==> src/rtl/core/tcc_pkg.sv <==
// Package for the text console cursor engine.
// Holds codes, the queued operation type and default sizes. Depends on nothing.
`default_nettype none
package tcc_pkg;

  localparam int DEF_GRID_COLUMNS = 64;
  localparam int DEF_GRID_ROWS    = 32;
  localparam int DEF_WINDOW_ROWS  = 8;
  localparam int DEF_WINDOW_TOP   = 24;
  localparam int DEF_PANEL_WIDTH  = 320;

  localparam logic [1:0] FN_PUT   = 2'd0;
  localparam logic [1:0] FN_SET   = 2'd1;
  localparam logic [1:0] FN_CLEAR = 2'd2;
  localparam logic [1:0] FN_READ  = 2'd3;

  localparam logic [1:0] MODE_TEXT    = 2'd0;
  localparam logic [1:0] MODE_GFX     = 2'd1;
  localparam logic [1:0] MODE_SPLIT   = 2'd2;
  localparam logic [1:0] MODE_GFX_ALT = 2'd3;

  localparam logic REG_DISPLAY_MODE = 1'b0;
  localparam logic REG_SMALL_FONT   = 1'b1;

  localparam logic [7:0] CHAR_BS    = 8'h08;
  localparam logic [7:0] CHAR_LF    = 8'h0A;
  localparam logic [7:0] CHAR_CR    = 8'h0D;
  localparam logic [7:0] CHAR_SPACE = 8'h20;
  localparam logic [7:0] CHAR_DEL   = 8'h7F;

  typedef enum logic [2:0] {
    OP_IGNORE,
    OP_NEWLINE,
    OP_BACKSPACE,
    OP_PRINT,
    OP_SET,
    OP_CLEAR,
    OP_READ
  } op_kind_t;

  typedef struct packed {
    op_kind_t   kind;
    logic [7:0] ch;
    logic [7:0] col;
    logic [7:0] row;
  } op_t;

endpackage
`default_nettype wire

==> src/rtl/core/tcc_queue.sv <==
// Two-entry operation queue between the front and back ends.
// Depends on tcc_pkg.
`default_nettype none
module tcc_queue import tcc_pkg::*; (
  input  wire logic clk,
  input  wire logic rst_n,
  input  wire logic push,
  input  wire op_t  push_op,
  input  wire logic pop,
  output logic      full,
  output logic      valid,
  output op_t       head
);

  op_t        ent_r [2];
  logic       wp_r;
  logic       rp_r;
  logic [1:0] cnt_r;

  assign full  = cnt_r == 2'd2;
  assign valid = cnt_r != 2'd0;
  assign head  = ent_r[rp_r];

  always_ff @(posedge clk) begin
    if (push) begin
      ent_r[wp_r] <= push_op;
    end
  end

  always_ff @(posedge clk) begin
    if (!rst_n) begin
      wp_r  <= 1'b0;
      rp_r  <= 1'b0;
      cnt_r <= 2'd0;
    end else begin
      if (push) begin
        wp_r <= !wp_r;
      end
      if (pop) begin
        rp_r <= !rp_r;
      end
      cnt_r <= cnt_r + 2'(push) - 2'(pop);
    end
  end

endmodule
`default_nettype wire

==> config.mk <==
export PLATFORM = sky130hd
export DESIGN_NAME = tcc_queue
export DESIGN_NICKNAME = d
export VERILOG_FILES = /design/src/rtl/core/tcc_pkg.sv /design/src/rtl/core/tcc_queue.sv
export SDC_FILE = /design/constraint.sdc
export NUM_CORES = 1
export LEC_CHECK = 0
export BUFFER_PORTS_ARGS = -buffer_cell sky130_fd_sc_hd__buf_4
export CORE_MARGIN = 1.5
export CORE_UTILIZATION = 30
export CTS_CLUSTER_SIZE = 28
export DETAILED_ROUTE_END_ITERATION = 8
export MAX_ROUTING_LAYER = met4
export PLACE_DENSITY_LB_ADDON = 0.25
export SYNTH_ARGS = -nofsm -noshare
export SYNTH_HDL_FRONTEND = slang
export SYNTH_SLANG_ARGS = --single-unit
==> constraint.sdc <==
create_clock -name clk -period 2.05 [get_ports clk]
set_input_delay 0 -clock clk [delete_from_list [all_inputs] [get_ports clk]]
set_output_delay 0 -clock clk [all_outputs]
set_load 0.01 [all_outputs]
After elaboration in Yosys (flattened, before gate mapping)
Memories as Yosys holds them, arrays and structs flattened. A register that Yosys moved wholly into a read port is not among the register bits.
Index checks and enable logic that the tools add are counted.

storage, ports and cells
  flip-flop bits (word level) = 4
  memory bits (writable) = 54
  input bits = 31
  output and inout bits = 29
  memories kept = 1

memory list
  name   depth  width  rd ports  clocked after memory_dff  write ports  line             source
  ent_r  2      27     1         1                         1            tcc_queue.sv:15  op_t ent_r [2];

cells by class
  add/subtract/negate cells = 2
  equality and inequality tests = 1
  multiplexer cells = 4
  reduce and logical (&&, ||, !) cells = 3

operators by type and width
  operator            number
  $mux 1              4
  $add 2x1->2         1
  $eq 2x2->1 const B  1
  $logic_not 1->1     2
  $reduce_bool 2->1   1
  $sub 2x1->2         1

Depth between registers and ports, before layout
  depth in word-level cells = 3
  mapped depth = 6

Worst setup path after synthesis
Ideal clock, no wire load.

  path kind = register to register
  start point = register wp_r
  end point = memory ent_r[0][0] (netlist bit) (enable)
  library setup time = 0.415 ns
  arrival time = 1.558 ns
  slack = 0.076 ns
  stages on the path, launching flop included = 2
  clock period less this slack = 1.974 ns
  path through = dfxtp_1 nor2b_1

RTL lines
  element                   line             source
  start: declaration        tcc_queue.sv:16  logic wp_r;
  start signal: assignment  tcc_queue.sv:37  wp_r <= !wp_r;
  end: declaration          tcc_queue.sv:15

No word-level cell before the write port.

==> results.md <==
- Status: finished clean
- # IOs: 60
- Setup-failing EPs final: 0
- Worst-Skew Late Latency: 320 ps
- Crit-path max FO: 14
- Setup Skew: 4.19 ps
- RePlAce Congestion: 0.665
- Clock power frac: 29.8%
- First-pass GRT wire length: 6310 um
- CP Capture Type: output port
- DRT Wirelength: 3910 um
- Leak pwr: 1.29 nW
- Final core occ: 44.7%
- Core Rows: 31
- Initial Utilization: 31.3%
- Dpl cells: 263
- Largest net degree at the start of global routing: 29
- Ranking of synthesized cells by area: edfxtp_1, mux2_4, dfxtp_1, mux2_2, buf_12
- Yosys top cell by area: edfxtp_1
- Post-synth EDFFs: 54
- P_sw: 0.575 mW
- Period utilization: 78.8%
- DR iter-0 viols: 54
- Die W: 90.2 um
- Synth warn: 0
- R2r setup slk: 610 ps
- Startpoint types: register
- Share of layout cells above drive strength 1: 49.5%
- Slew Viols, Final: 0
- Vias in the first global route: 1413
- Peak VDD IR: 381 uV
- R2R Path End: cnt_r[1]
- # hold bufs at CTS: 28
- Max-slew headroom: 70.5%
- Reg2Reg Depth: 6
- Async set or reset register ratio after synthesis: 0%
- WL/cell: 12.8 um
- Syn_nets: 138
- Post_cts resized: 0
- Vias per inst: 4.05
- Top-count cell post-synth: edfxtp_1
- Dpl hpwl: 2530 um
- Core box area: 0.00729 mm2
- Die span in y: 90.2 um
- Worst Path Arrival: 1620 ps
- Tot Pwr: 2.65 mW
- Worst path required time: 2050 ps
- Clock Tree Buf Depth: 2
- Final hold violation count: 0
- PortBufs: 59
- Clock Pin Slew Worst Setup and Hold Paths: 50 ps
- Worst-path cell chain: buf_12 > mux2_4 > buf_4
- Final min period: 1620 ps
- Initial antenna violation count: 0
- Flop pwr share: 54.0%
- Final net count: 236
- CTS tree: built
- Int Power: 2.07 mW
- Critical Path Sink: head[20]
- FF+latch count, synth: 59
- Syn avg cell area: 21.7 um2
- Sequential fraction of the synthesis area: 75.5%
- Hold Path Class: in -> reg
- Post-Syn Instances: 105
- Yosys top cell area share: 71.1%
- Cts bufs inserted: 9
- Non-Filler Instances: 305
- DP Area: 0.00283 mm2
- Commonest cells in the netlist: edfxtp_1, mux2_4, mux2_2
- Design area: 0.00326 mm2
- Die Area: 0.00813 mm2
- Type of the worst setup path: reg -> out
- Setup TNS: 0 ps
- Post-DRT Antenna Nets: 0
- Combinational share of power: 16.2%
- Post-CTS Setup Repair Bufs: 0
- Pre-antenna DRT Iters: 3
- Drt drc: 0
- Max incr delay on CP: 600 ps
- H-tree levels: 3
- Clock Sinks: 59
- Max-Cap Viols: 0
- ANT cells: 0
- Mapped Area: 0.00228 mm2
- Achievable frequency: 619 MHz
- Total global-route track usage: 10.7%
- Sw frac: 21.7%
- Total gr overflow: 0
- Least-Margin Pin Slew: 443 ps
- Unique cell type count in the Yosys netlist: 14
- Vias: 1234
- Critical R2R Launch: cnt_r[0]
- PwrDens: 811 mW/mm2
- RSZ-0062 raised after global routing: no
- CTS root buffer: clkbuf_8
- Area growth, synth to finish: 43.0%
- Dominant synthesized flop cell: edfxtp_1
- Crit path max-delay cell type: dfxtp_2
area by class of cell:
class,count,area (um2)
Clock buffer,9,124
Clock inverter,5,22.5
Fill cell,706,4030
Inverter,2,7.51
Multi-Input combinational cell,41,502
Sequential cell,59,1720
Tap cell,99,124
Timing Repair Buffer,90,758
worst min path at each step:
stage | depth (start not counted) | from | slack, ps | to
2_1_floorplan | 0 | push_op[0] | 100 | ent_r[0][0]
3_3_place_gp | 1 | push_op[5] | 180 | ent_r[0][5]
3_5_place_dp | 1 | push_op[25] | 190 | ent_r[0][25]
4_1_cts | 3 | pop | 10 | register
5_1_grt | 3 | pop | 30 | register
6_report | 3 | pop | 30 | register
logic make-up (layout without fill, tap and decap cells):
kind of cell	after synthesis	count (layout)	synth area share, %
AOI/OAI and AO/OA	1	1	0.329
xor gates and xnor gates	2	2	1.37
adders and majority gates	2	2	1.10
buffers and inverters	5	106	2.58
DFF	59	59	75.5
muxes	27	27	16.6
and+or+nand+nor	9	9	2.47
sequential cells by signal, indices dropped and copies added, names as in the netlist, named ones only:
signal,count
cnt_r,2
rp_r,1
wp_r,1
ent_r,54
worst max-delay path, delay by kind of cell, from the launching register on:
kind	cells	cell delay (ps)
flip-flops	1	600
buffers and inverters	2	370
multiplexers	1	320
power by group through the flow:
stage	logic, mW	registers (mW)	clock network (mW)
after global routing	0.461	1.43	0.878
after detailed placement	0.393	1.45	0
after CTS	0.438	1.43	0.833
final	0.429	1.43	0.789
after floorplan	0.235	1.43	0
after global placement	0.382	1.45	0
per-layer routing:
layer	GRT usage (%)	up-vias	part of all wire, %	wire, um
met3	4.40	4	4.3	169
met2	19.2	39	56	2180
met5	-	-	0	0
li1	-	595	-	-
met4	5.16	0	1.4	54
met1	9.77	596	39	1510
through the flow:
step	setup WS, ps	hold slack (ps)
final	435	32.8
after global routing	343	27.8
after CTS	391	14.7
after detailed placement	607	189
after global placement	736	185
after floorplan	76.5	98.9
placed cells by master, fill, tap and decap left out, drive strengths merged:
| master | synthesis | final |
|---|---|---|
| and2 | 4 | 4 |
| buf | 3 | 62 |
| clkbuf | 0 | 9 |
| clkinv | 0 | 4 |
| clkinvlp | 0 | 1 |
| dfxtp | 5 | 5 |
| dlygate4sd3 | 0 | 28 |
| edfxtp | 54 | 54 |
| ha | 2 | 2 |
| inv | 2 | 2 |
| mux2 | 27 | 27 |
| nor2b | 4 | 4 |
| o21a | 1 | 1 |
| or2 | 1 | 1 |
| xnor3 | 1 | 1 |
| xor2 | 1 | 1 |
No activity file was read; power rests on OpenSTA's default activity.
