### config.mk
export PLATFORM = sky130hd
export DESIGN_NAME = tcc_front_flat
export DESIGN_NICKNAME = d
export VERILOG_FILES = /design/src/rtl/core/tcc_pkg.sv /design/src/rtl/core/tcc_if.sv /design/src/rtl/core/tcc_front.sv /design/src/flat_wrapper.sv
export SDC_FILE = /design/constraint.sdc
export NUM_CORES = 1
export LEC_CHECK = 0
export ABC_AREA = 1
export BUFFER_PORTS_ARGS = -buffer_cell sky130_fd_sc_hd__buf_2
export CORE_AREA = 4 4 41 43
export DETAILED_ROUTE_END_ITERATION = 8
export DIE_AREA = 0 0 45 47
export PLACE_DENSITY = 0.78
export SYNTH_ARGS = -nofsm -noshare
export SYNTH_HDL_FRONTEND = slang
export SYNTH_SLANG_ARGS = --single-unit
### constraint.sdc
create_clock -name vclk -period 0.93
set_input_delay 0.093 -clock vclk [all_inputs]
set_output_delay 0.093 -clock vclk [all_outputs]
set_load 0.01 [all_outputs]
### src/rtl/core/tcc_pkg.sv
// Package for the text console cursor engine.
// Holds codes, the queued operation type and default sizes. Depends on nothing.
`default_nettype none
package tcc_pkg;

  localparam int DEF_GRID_COLUMNS = 64;
  localparam int DEF_GRID_ROWS    = 32;
  localparam int DEF_WINDOW_ROWS  = 8;
  localparam int DEF_WINDOW_TOP   = 24;
  localparam int DEF_PANEL_WIDTH  = 320;

  localparam logic [1:0] FN_PUT   = 2'd0;
  localparam logic [1:0] FN_SET   = 2'd1;
  localparam logic [1:0] FN_CLEAR = 2'd2;
  localparam logic [1:0] FN_READ  = 2'd3;

  localparam logic [1:0] MODE_TEXT    = 2'd0;
  localparam logic [1:0] MODE_GFX     = 2'd1;
  localparam logic [1:0] MODE_SPLIT   = 2'd2;
  localparam logic [1:0] MODE_GFX_ALT = 2'd3;

  localparam logic REG_DISPLAY_MODE = 1'b0;
  localparam logic REG_SMALL_FONT   = 1'b1;

  localparam logic [7:0] CHAR_BS    = 8'h08;
  localparam logic [7:0] CHAR_LF    = 8'h0A;
  localparam logic [7:0] CHAR_CR    = 8'h0D;
  localparam logic [7:0] CHAR_SPACE = 8'h20;
  localparam logic [7:0] CHAR_DEL   = 8'h7F;

  typedef enum logic [2:0] {
    OP_IGNORE,
    OP_NEWLINE,
    OP_BACKSPACE,
    OP_PRINT,
    OP_SET,
    OP_CLEAR,
    OP_READ
  } op_kind_t;

  typedef struct packed {
    op_kind_t   kind;
    logic [7:0] ch;
    logic [7:0] col;
    logic [7:0] row;
  } op_t;

endpackage
`default_nettype wire

### src/rtl/core/tcc_if.sv
// Handshake channels of the text console cursor engine.
// Input item channel and result channel, each with source and sink modports.
`default_nettype none
interface tcc_in_if;
  logic       valid;
  logic       ready;
  logic [1:0] func;
  logic [7:0] char_code;
  logic [7:0] req_column;
  logic [7:0] req_row;
  modport source (output valid, func, char_code, req_column, req_row, input ready);
  modport sink (input valid, func, char_code, req_column, req_row, output ready);
endinterface

`default_nettype wire

### src/rtl/core/tcc_front.sv
// Front end: takes input beats and classifies them into queued operations.
// Depends on tcc_pkg and tcc_in_if.
`default_nettype none
module tcc_front import tcc_pkg::*; (
  tcc_in_if.sink in_ch,
  input  wire logic q_full,
  input  wire logic init_busy,
  output logic      push,
  output op_t       push_op
);

  assign in_ch.ready = !q_full && !init_busy;
  assign push        = in_ch.valid && in_ch.ready;

  always_comb begin
    push_op.ch  = in_ch.char_code;
    push_op.col = in_ch.req_column;
    push_op.row = in_ch.req_row;
    unique case (in_ch.func)
      FN_PUT: begin
        if (in_ch.char_code == CHAR_LF || in_ch.char_code == CHAR_CR) begin
          push_op.kind = OP_NEWLINE;
        end else if (in_ch.char_code == CHAR_BS) begin
          push_op.kind = OP_BACKSPACE;
        end else if (in_ch.char_code >= CHAR_SPACE && in_ch.char_code < CHAR_DEL) begin
          push_op.kind = OP_PRINT;
        end else begin
          push_op.kind = OP_IGNORE;
        end
      end
      FN_SET:   push_op.kind = OP_SET;
      FN_CLEAR: push_op.kind = OP_CLEAR;
      FN_READ:  push_op.kind = OP_READ;
      default:  push_op.kind = OP_IGNORE;
    endcase
  end

endmodule
`default_nettype wire

### src/flat_wrapper.sv
// flat-port wrapper written by rule: the top's interface ports become plain ports
module tcc_front_flat import tcc_pkg::*;
  (q_full, init_busy, push, push_op, in_ch_valid, in_ch_func, in_ch_char_code, in_ch_req_column, in_ch_req_row, in_ch_ready);
  tcc_in_if in_ch_i ();
  input  wire logic q_full;
  input  wire logic init_busy;
  output logic push;
  output op_t push_op;
  input wire logic [$bits(in_ch_i.valid)-1:0] in_ch_valid;
  input wire logic [$bits(in_ch_i.func)-1:0] in_ch_func;
  input wire logic [$bits(in_ch_i.char_code)-1:0] in_ch_char_code;
  input wire logic [$bits(in_ch_i.req_column)-1:0] in_ch_req_column;
  input wire logic [$bits(in_ch_i.req_row)-1:0] in_ch_req_row;
  output wire logic [$bits(in_ch_i.ready)-1:0] in_ch_ready;
  assign in_ch_i.valid = in_ch_valid;
  assign in_ch_i.func = in_ch_func;
  assign in_ch_i.char_code = in_ch_char_code;
  assign in_ch_i.req_column = in_ch_req_column;
  assign in_ch_i.req_row = in_ch_req_row;
  assign in_ch_ready = in_ch_i.ready;
  tcc_front u_core (.in_ch(in_ch_i), .q_full(q_full), .init_busy(init_busy), .push(push), .push_op(push_op));
endmodule
Word level (Yosys, flattened, before mapping)
Cells that the tools add are included.
Word-level totals
  register bits: 0
  bits in latches: 0
  memory bits (writable): 0
  ROM bits: 0
  input port bits: 29
  output and inout bits: 29
  memories kept: 0
Operators by class
  add/sub/neg operators: 0
  $mul: 0
  div/mod/pow operators: 0
  $lt $le $gt $ge: 2
  eq/ne operators: 6
  shifts and indexed selects: 0
  multiplexer cells: 4
  bitwise gates (word level): 0
  reductions and logical operators: 7
Operator list (number)
  8-bit by 4-bit equality test with 1-bit output, second input constant: 3
  3-bit one-hot mux with 4 select lines: 1
  8-bit by 6-bit >= comparator with 1-bit output, second input constant: 1
  8-bit by 7-bit less-than comparator with 1-bit output, second input constant: 1
  3-bit 2-to-1 mux: 2
  2-bit equality test, second input constant: 2
  1-bit logical AND: 3
  2-bit by 1-bit equality test with 1-bit output, second input constant: 1
  1-bit zero test: 2
  2-bit zero test: 1
  2-bit 2-to-1 mux: 1
  1-bit logical OR: 1

Logic depth before layout (Yosys ltp)
Gate-level depths: netlist (run 1).
  word-level depth: 6
  gate-level depth with buffers: 7

Worst setup path before layout (run 1)
No wires, ideal clock.
  path type: input -> output
  start: input in_ch_char_code[6]
  end: output push_op[24] (netlist bit)
  arrival time: 0.581 ns
  data required time: 0.837 ns
  path slack: 0.256 ns
  stages on the path: 7
  cell sequence: inv_1 > nand2_2 > nor2_4 > nand2_1 > nand3_2 > nand2_1 > nand2_1
RTL lines
  start, declared: RTL line flat_wrapper.sv:11  | input wire logic [$bits(in_ch_i.char_code)-1:0] in_ch_char_code;
  end, declared: RTL line flat_wrapper.sv:8  | output op_t push_op;

==> impl_metrics.toml, run 1 <==
[run_status]
outcome = "complete, no violations"

[critical_path]
required_ps = 840
crit_chain = "buf_4 -> inv_2 -> nand2_1 -> nor2_1 -> nand2_2 -> nand3_2 -> nand2_1 -> nand2_1 -> buf_2"
startpoint_type = "input port"
end_kind = "output port"
critPathKind = "input port to output port"
slowest_delay_ps = 130
path_max_fanout = 4
crit_arrival_ps = 820
critPathSlowestCell = "buf_4"
path_common_cell = "nand2_1"

[power_and_ir_drop]
worst_ir_drop_vdd_uv = 105
leakagePower_nw = 0.242
finalPower_uw = 172
power.density_nw_per_um2 = 418

[synth]
synth-seq-area-share_pct = 0
yosysWarnings = 0
synth_nets = 93
synth.distinct_cells = 12
syn_inst = 64
synth_area_um2 = 358
syn_avg_cell_area_um2 = 5.59

[placement]
place.port_buffers = 26
hpwl_um = 682
place_congestion = 0.609
place_area_um2 = 327

[sta]
slew_violations = 0
rsz0062_at_grt = "yes"
period_share_pct = 98.1
setup_violations = 0
hold_slack_ps = 186
worst_pin_slew_ps = 162
slew_headroom_pct = 89.2
final_hold_viol_count = 0
period_needed_ps = 913
fmax_mhz = 1100

[detailed_routing]
ant_nets = 0
drt_pre_antenna_iters = 2
drcViolationCount = 0
num_vias = 348
routed_wl_um = 802
drt-initial-drc-count = 1
routedWlPerCell_um = 9.90
via_per_inst = 4.30

[floorplan]
core_um2 = 1300
io_pins = 58
std_cell_rows = 13
start_util_pct = 27.5
die_y_um = 47
die-area_um2 = 2120
die_width_um = 45

[grt]
grt_max_degree = 6
grtUsageTotal_pct = 6.61
met3_usage_pct = 0.383
grtUsageMet2_pct = 12.4
grt-ovfl-total = 0
antenna_found_initial = 0
grtUsageMet1_pct = 6.74
grt_pass1_wl_mm = 1.11
busiest_layer = "met2"
grt_pass1_vias = 295

[cells_and_area]
drive_gt1_share_pct = 68.2
final_common_cell = "buf_2"
nets = 97
final_cell_mix = "buf_2 (19), nand2_1 (11), nand2_2 (7)"
antenna_cells = 0
fin_util_pct = 31.5
ff_latch_area_um2 = 0
final_area_um2 = 410
clockBufferCount = 0
synthToLayoutAreaGrowth_pct = 14.7
seq_cell_count = 0

[worst_hold_path]
min_from = "in_ch_req_column[3]"
min_path_type = "input port to output port"
whs_endpoint = "push_op[11]"
hold_depth = 0

[run]
maxCapViolCount = 0

[clock_tree]
cts_setup_buffers = 0
==> timing repair <==
| action | CTS | global route |
|---|---|---|
| hold buffers | 0 | 0 |
| resized for setup | 0 | 28 |
| hold endpoints to repair | 0 | 0 |
| endpoints found under the setup margin | 0 | 2 |
==> layer usage <==
metal | part of all wire (%) | up-vias
met2 | 48 | 25
met3 | 15 | 10
met4 | 6.6 | 0
met1 | 30 | 142
li1 | - | 171
met5 | 0 | -
==> worst max path at each step <==
stage	start	endpoint	slack, ps	depth (start not counted)
2_1_floorplan	in_ch_char_code[6]	push_op[24]	260	7
3_3_place_gp	in_ch_char_code[6]	push_op[24]	30	9
3_5_place_dp	in_ch_char_code[6]	push_op[24]	20	9
4_1_cts	in_ch_char_code[6]	push_op[24]	10	9
5_1_grt	in_ch_char_code[1]	push_op[24]	-70	9
6_report	in_ch_char_code[1]	push_op[24]	20	9
==> worst max-delay path, delay by kind of cell <==
family | cells | cell delay [ps]
AND/OR/NAND/NOR | 6 | 420
buffers and inverters | 3 | 310
==> power breakdown <==
group,switching (mW),internal (mW)
registers,0,0
clock network,0,0
logic,0.0880,0.0835
==> metrics by stage <==
| step | setup TNS (ps) | instances | setup WS, ps |
|---|---|---|---|
| detailed placement | 0 | 81 | 15.8 |
| finish | 0 | 81 | 17.5 |
| floorplan | 0 | 64 | 256 |
| global route | -96.5 | 81 | -68.3 |
| CTS | 0 | 81 | 12.6 |
| global placement | 0 | 81 | 25.6 |
==> cell type report <==
class	count	area (um^2)
fillers	155	891
multi-input cells	31	179
repair buffers	26	174
inverters	9	38.8
well taps	15	18.8
==> cells in the mapped netlist <==
cell type	number	area share, %
buf_4	24	50
nand2_1	18	19
inv_1	8	8.4
nor2_1	5	5.2
nand2_2	2	3.5
a21oi_1	1	1.4
inv_2	1	1.0
nand3_2	1	2.8
nor2_2	1	1.7
nor2_4	1	3.1
nor3_1	1	1.4
nor3b_1	1	2.1
==> cells by family after synthesis <==
family                 count (synthesis)  share of synthesized area, %
buffers and inverters                 33                          59.8
and+or+nand+nor                       30                          38.8
AOI/OAI and AO/OA                      1                          1.40
No activity file was read; power rests on OpenSTA's default activity.
==> run 2: changes to the inputs <==
==> constraint.sdc (replaced) <==
create_clock -name vclk -period 0.93
set_input_delay 0.279 -clock vclk [all_inputs]
set_output_delay 0.279 -clock vclk [all_outputs]
set_load 0.01 [all_outputs]
==> run 2 against run 1 <==
  * The run now ends with negative setup slack left
  * Fmax fell by 25%
  * Worst hold slack improved by 370 ps
  * Core utilization rose by 9.7 points
  * Sequential cell count did not move
  * Combinational power rose by 35%
  * Total power rose by 36%
  * Worst setup slack got worse by 300 ps
  * Highest routed layer unchanged
==> impl_metrics.toml, run 2 (same netlist as run 1, synthesis figures left out) <==
[cells_and_area]
final_common_cell = "buf_2"
antenna_cells = 0
fillCellCount = 142
stdcell_count = 83
seq_cell_count = 0
final_area_um2 = 537
synthToLayoutAreaGrowth_pct = 50.0
nets = 99
final_cell_mix = "buf_2 (12), buf_6 (11), nand2_1 (10)"
clockBufferCount = 0
ff_latch_area_um2 = 0
drive_gt1_share_pct = 75.0

[worst_hold_path]
min_from = "in_ch_req_row[0]"
whs_endpoint = "push_op[0]"
min_path_type = "input port to output port"
hold_depth = 0

[floorplan]
start_util_pct = 27.5
die_width_um = 45
io_pins = 58
core_um2 = 1300
std_cell_rows = 13
die-area_um2 = 2120
die_y_um = 47

[power_and_ir_drop]
power.density_nw_per_um2 = 434
leakagePower_nw = 0.284
finalPower_uw = 233
worst_ir_drop_vdd_uv = 152

[detailed_routing]
drt_pre_antenna_iters = 1
drt-initial-drc-count = 0
num_vias = 344
routedWlPerCell_um = 9.64
via_per_inst = 4.14
routed_wl_um = 800
drcViolationCount = 0
ant_nets = 0

[sta]
final_hold_viol_count = 0
period_needed_ps = 1210
setup_violations = 4
slew_violations = 0
fmax_mhz = 825
setup_ws_ps = -283
slew_headroom_pct = 91.8
rsz0062_at_grt = "yes"
period_share_pct = 130
worst_pin_slew_ps = 122

[critical_path]
critPathKind = "input port to output port"
path_max_fanout = 3
required_ps = 650
startpoint_type = "input port"
crit_arrival_ps = 930
end_kind = "output port"

[grt]
antenna_found_initial = 0
grt_pass1_vias = 276
grt-ovfl-total = 0
grt_max_degree = 6
grtUsageTotal_pct = 6.61
grt_pass1_wl_mm = 1.15

[placement]
dp_cells = 83
place.port_buffers = 26
place_congestion = 0.641
place_area_um2 = 398
pre_cts_slack_ps = -422
hpwl_um = 699

[clock_tree]
postCtsHoldBufs = 0

[run]
maxCapViolCount = 0

[run_status]
violations = "negative setup slack"
outcome = "finished, violations left"
==> run 2: worst max path at each step <==
stage,startpoint,to,slack (ps),cells after the start
floorplan,in_ch_char_code[4],push_op[24],-50,7
global placement,in_ch_char_code[4],push_op[24],-410,9
detailed placement,in_ch_char_code[4],push_op[24],-420,9
CTS,in_ch_char_code[5],push_op[24],-290,9
global route,in_ch_char_code[5],push_op[25],-370,9
finish,in_ch_char_code[5],push_op[25],-280,9
==> run 2: power by group <==
group          switching, mW  internal, mW  total (mW)
sequential                 0             0           0
combinational          0.104         0.129       0.233
clock                      0             0           0
==> run 2: metrics by stage <==
stage / utilization (%) / TNS (ps) / hold slack (ps)
2_1_floorplan: - / -84.8 / 601
3_3_place_gp: 30.6 / -941 / 558
3_5_place_dp: 30.6 / -994 / 558
4_1_cts: 39.9 / -661 / 558
5_1_grt: 41.3 / -823 / 558
6_report: 41.3 / -585 / 558
==> run 2: worst max-delay path, cell delays in order <==
cell	delay, ps
buf_12	110
inv_12	40
nand2_4	40
nor2_4	120
nand2_1	60
nand2_1	50
nand2_1	60
nand2_2	70
buf_6	90
==> run 2: metal layers <==
metal	vias up	global-route usage, %	wire (um)
met3	4	0.766	142
met1	145	8.09	236
li1	171	-	-
met5	-	0	0
met2	24	12.4	408
met4	0	1.17	12
==> run 2: repair_timing <==
action                                  CTS  global route
buffers inserted                          0             0
endpoints found under the setup margin    4             4
endpoints found under the hold margin     0             0
resized for setup                        31             5
pin swaps                                13             2
==> run 2: final cells by class <==
type	instances	area [um^2]	share of cell area [%]
repair buffers	28	254	47.3
multi-input cells	31	200	37.3
well taps	15	18.8	3.50
inverters	9	63.8	11.9
==> run 3: changes to the inputs <==
--- a/config.mk
+++ b/config.mk
@@ -5,12 +5,13 @@
 export SDC_FILE = /design/constraint.sdc
 export NUM_CORES = 1
 export LEC_CHECK = 0
-export ABC_AREA = 1
 export BUFFER_PORTS_ARGS = -buffer_cell sky130_fd_sc_hd__buf_2
 export CORE_AREA = 4 4 41 43
 export DETAILED_ROUTE_END_ITERATION = 8
 export DIE_AREA = 0 0 45 47
-export PLACE_DENSITY = 0.78
+export PLACE_DENSITY = 0.73
+export RECOVER_POWER = 50
+export SETUP_SLACK_MARGIN = 0.1
 export SYNTH_ARGS = -nofsm -noshare
 export SYNTH_HDL_FRONTEND = slang
 export SYNTH_SLANG_ARGS = --single-unit
==> run 3 against run 2 <==
  * The flow still finishes with violations (negative setup slack)
  * Synthesized cell count down 34%
  * Largest power group unchanged
  * Cell count shrank 27%
  * Via count decreased by 21%
  * Worst setup slack lost 79 ps
  * Combinational power down 22%
  * Clock-buffer cell count stayed put
  * Core utilization is 9.7 points lower
  * Final area is 24% lower
  * Area after synthesis down 15%
  * Non-clock buffer count unchanged
  * Die area unchanged
  * First-iteration DRC count stayed put
==> impl_metrics.toml, run 3 <==
[run_status]
outcome = "finished, violations left"
violations = "negative setup slack"

[cells_and_area]
clockBufferCount = 0
nets = 77
synthToLayoutAreaGrowth_pct = 35.5
fillCellCount = 146
antenna_cells = 0
final_common_cell = "buf_2"
final_cell_mix = "buf_2 (14), buf_6 (9), inv_1 (3), buf_4 (3), buf_8 (2)"
drive_gt1_share_pct = 78.3
fin_util_pct = 31.5
seq_cell_count = 0
ff_latch_area_um2 = 0

[synth]
synthSimpleGateAreaFrac_pct = 24.4
synth.distinct_cells = 17
synthXorXnorAreaFrac_pct = 0
synthAdderAreaFrac_pct = 0
synth_compound_area_share_pct = 12.4
synth.area.mux_share_pct = 0
synth_area_um2 = 303
synth_top_area_cell = "buf_4"
synth_top_family_by_area = "buffers and inverters"
synthTopCellsByCount = "buf_4 (24), inv_1 (3)"
syn_inst = 42
synth_nets = 71
syn_avg_cell_area_um2 = 7.21
synth-seq-area-share_pct = 0
synth_top_area_share_pct = 59.5
ys_top_cells_by_area = "buf_4 (60%), nor3_4 (5.4%), inv_1 (3.7%)"
synth.most_common_cell = "buf_4"
yosysWarnings = 0

[grt]
grtUsageTotal_pct = 7.24
grt_pass1_wl_mm = 1.24
grt_pass1_vias = 296
grt_max_degree = 6
antenna_found_initial = 0
grt-ovfl-total = 0

[power_and_ir_drop]
power.density_nw_per_um2 = 443
leakagePower_nw = 0.194
worst_ir_drop_vdd_uv = 125
finalPower_uw = 182

[floorplan]
io_pins = 58
die_y_um = 47
start_util_pct = 23.3
core_um2 = 1300
die_width_um = 45
die-area_um2 = 2120
std_cell_rows = 13

[critical_path]
path_common_cell = "buf_4"
critPathKind = "input port to output port"
worst-path-buf-inv = 4
required_ps = 650
slowest_delay_ps = 160
path_max_fanout = 4
critical_path_depth = 6
worstSetupEndpoint = "push_op[24]"
crit_chain = "buf_4 -> buf_4 -> inv_1 -> o2111ai_1 -> a31oi_1 -> buf_2"
end_kind = "output port"
critPathSlowestCell = "buf_2"
cp_top_family = "buffers and inverters"
crit_path_start = "in_ch_char_code[5]"
crit_arrival_ps = 1010
startpoint_type = "input port"

[sta]
slew_headroom_pct = 88.0
worst_pin_slew_ps = 179
rsz0062_at_grt = "yes"
final_hold_viol_count = 0
fmax_mhz = 774
period_needed_ps = 1290
slew_violations = 0
hold_slack_ps = 558
period_share_pct = 139
setup_tns_ps = -846
setup_violations = 4
setup_ws_ps = -361

[placement]
place.port_buffers = 26
pre_cts_slack_ps = -422
hpwl_um = 640
place_congestion = 0.623

[detailed_routing]
via_per_inst = 4.46
ant_nets = 0
drcViolationCount = 0
routed_wl_um = 804
drt_pre_antenna_iters = 1
drt-initial-drc-count = 0
routedWlPerCell_um = 13.2
num_vias = 272

[worst_hold_path]
min_path_type = "input port to output port"
hold_depth = 0

[clock_tree]
postCtsHoldBufs = 0

[run]
maxCapViolCount = 0
run 3: changes by cell type in the layout (fill, tap and decap cells not counted), moves of 3 or more:
cell	delta
inv_2	-3
nand2_1	-10
nand2_2	-7
nand2_4	-3
nor2_1	-4
run 3: worst min-delay path by stage:
stage	from	to
final	in_ch_req_row[0]	push_op[0]
after CTS	in_ch_req_column[4]	push_op[12]
after global routing	in_ch_req_row[0]	push_op[0]
after detailed placement	in_ch_req_column[4]	push_op[12]
after global placement	in_ch_req_column[4]	push_op[12]
after floorplan	q_full	in_ch_ready
run 3: report_power, final:
| group | leakage, nW | internal (mW) | switching [mW] |
|---|---|---|---|
| clock network | 0 | 0 | 0 |
| logic | 0.194 | 0.103 | 0.0792 |
| registers | 0 | 0 | 0 |
run 3: kinds of logic after synthesis:
| kind of cell | Yosys count |
|---|---|
| buffers and inverters | 27 |
| AND/OR/NAND/NOR | 10 |
| AO/OA/AOI/OAI | 5 |
run 3: per-layer routing:
layer / GRT usage (%) / share of wire (%) / vias to the layer above
met1: 7.43 / 31 / 121
li1: - / - / 129
met3: 1.53 / 12 / 6
met4: 2.92 / 1.6 / 0
met2: 14.1 / 55 / 16
met5: 0 / 0 / -
run 3: layout make-up:
cell class | instances | area [um^2] | area share [%]
Timing Repair Buffer | 28 | 224 | 54.6
Multi-Input combinational cell | 15 | 156 | 38.1
Tap cell | 15 | 18.8 | 4.57
Inverter | 3 | 11.3 | 2.74
run 3: what timing repair did:
action | CTS | global route
resized for setup | 20 | 2
setup endpoints to repair | 6 | 7
buffers inserted | 1 | 0
endpoints found under the hold margin | 0 | 0
pin swaps | 6 | 3
run 3: per-stage QoR:
stage,instance area (um^2),instances
after floorplan,330,42
after global placement,307,60
after detailed placement,307,60
after CTS,400,61
after global routing,410,61
final,410,61
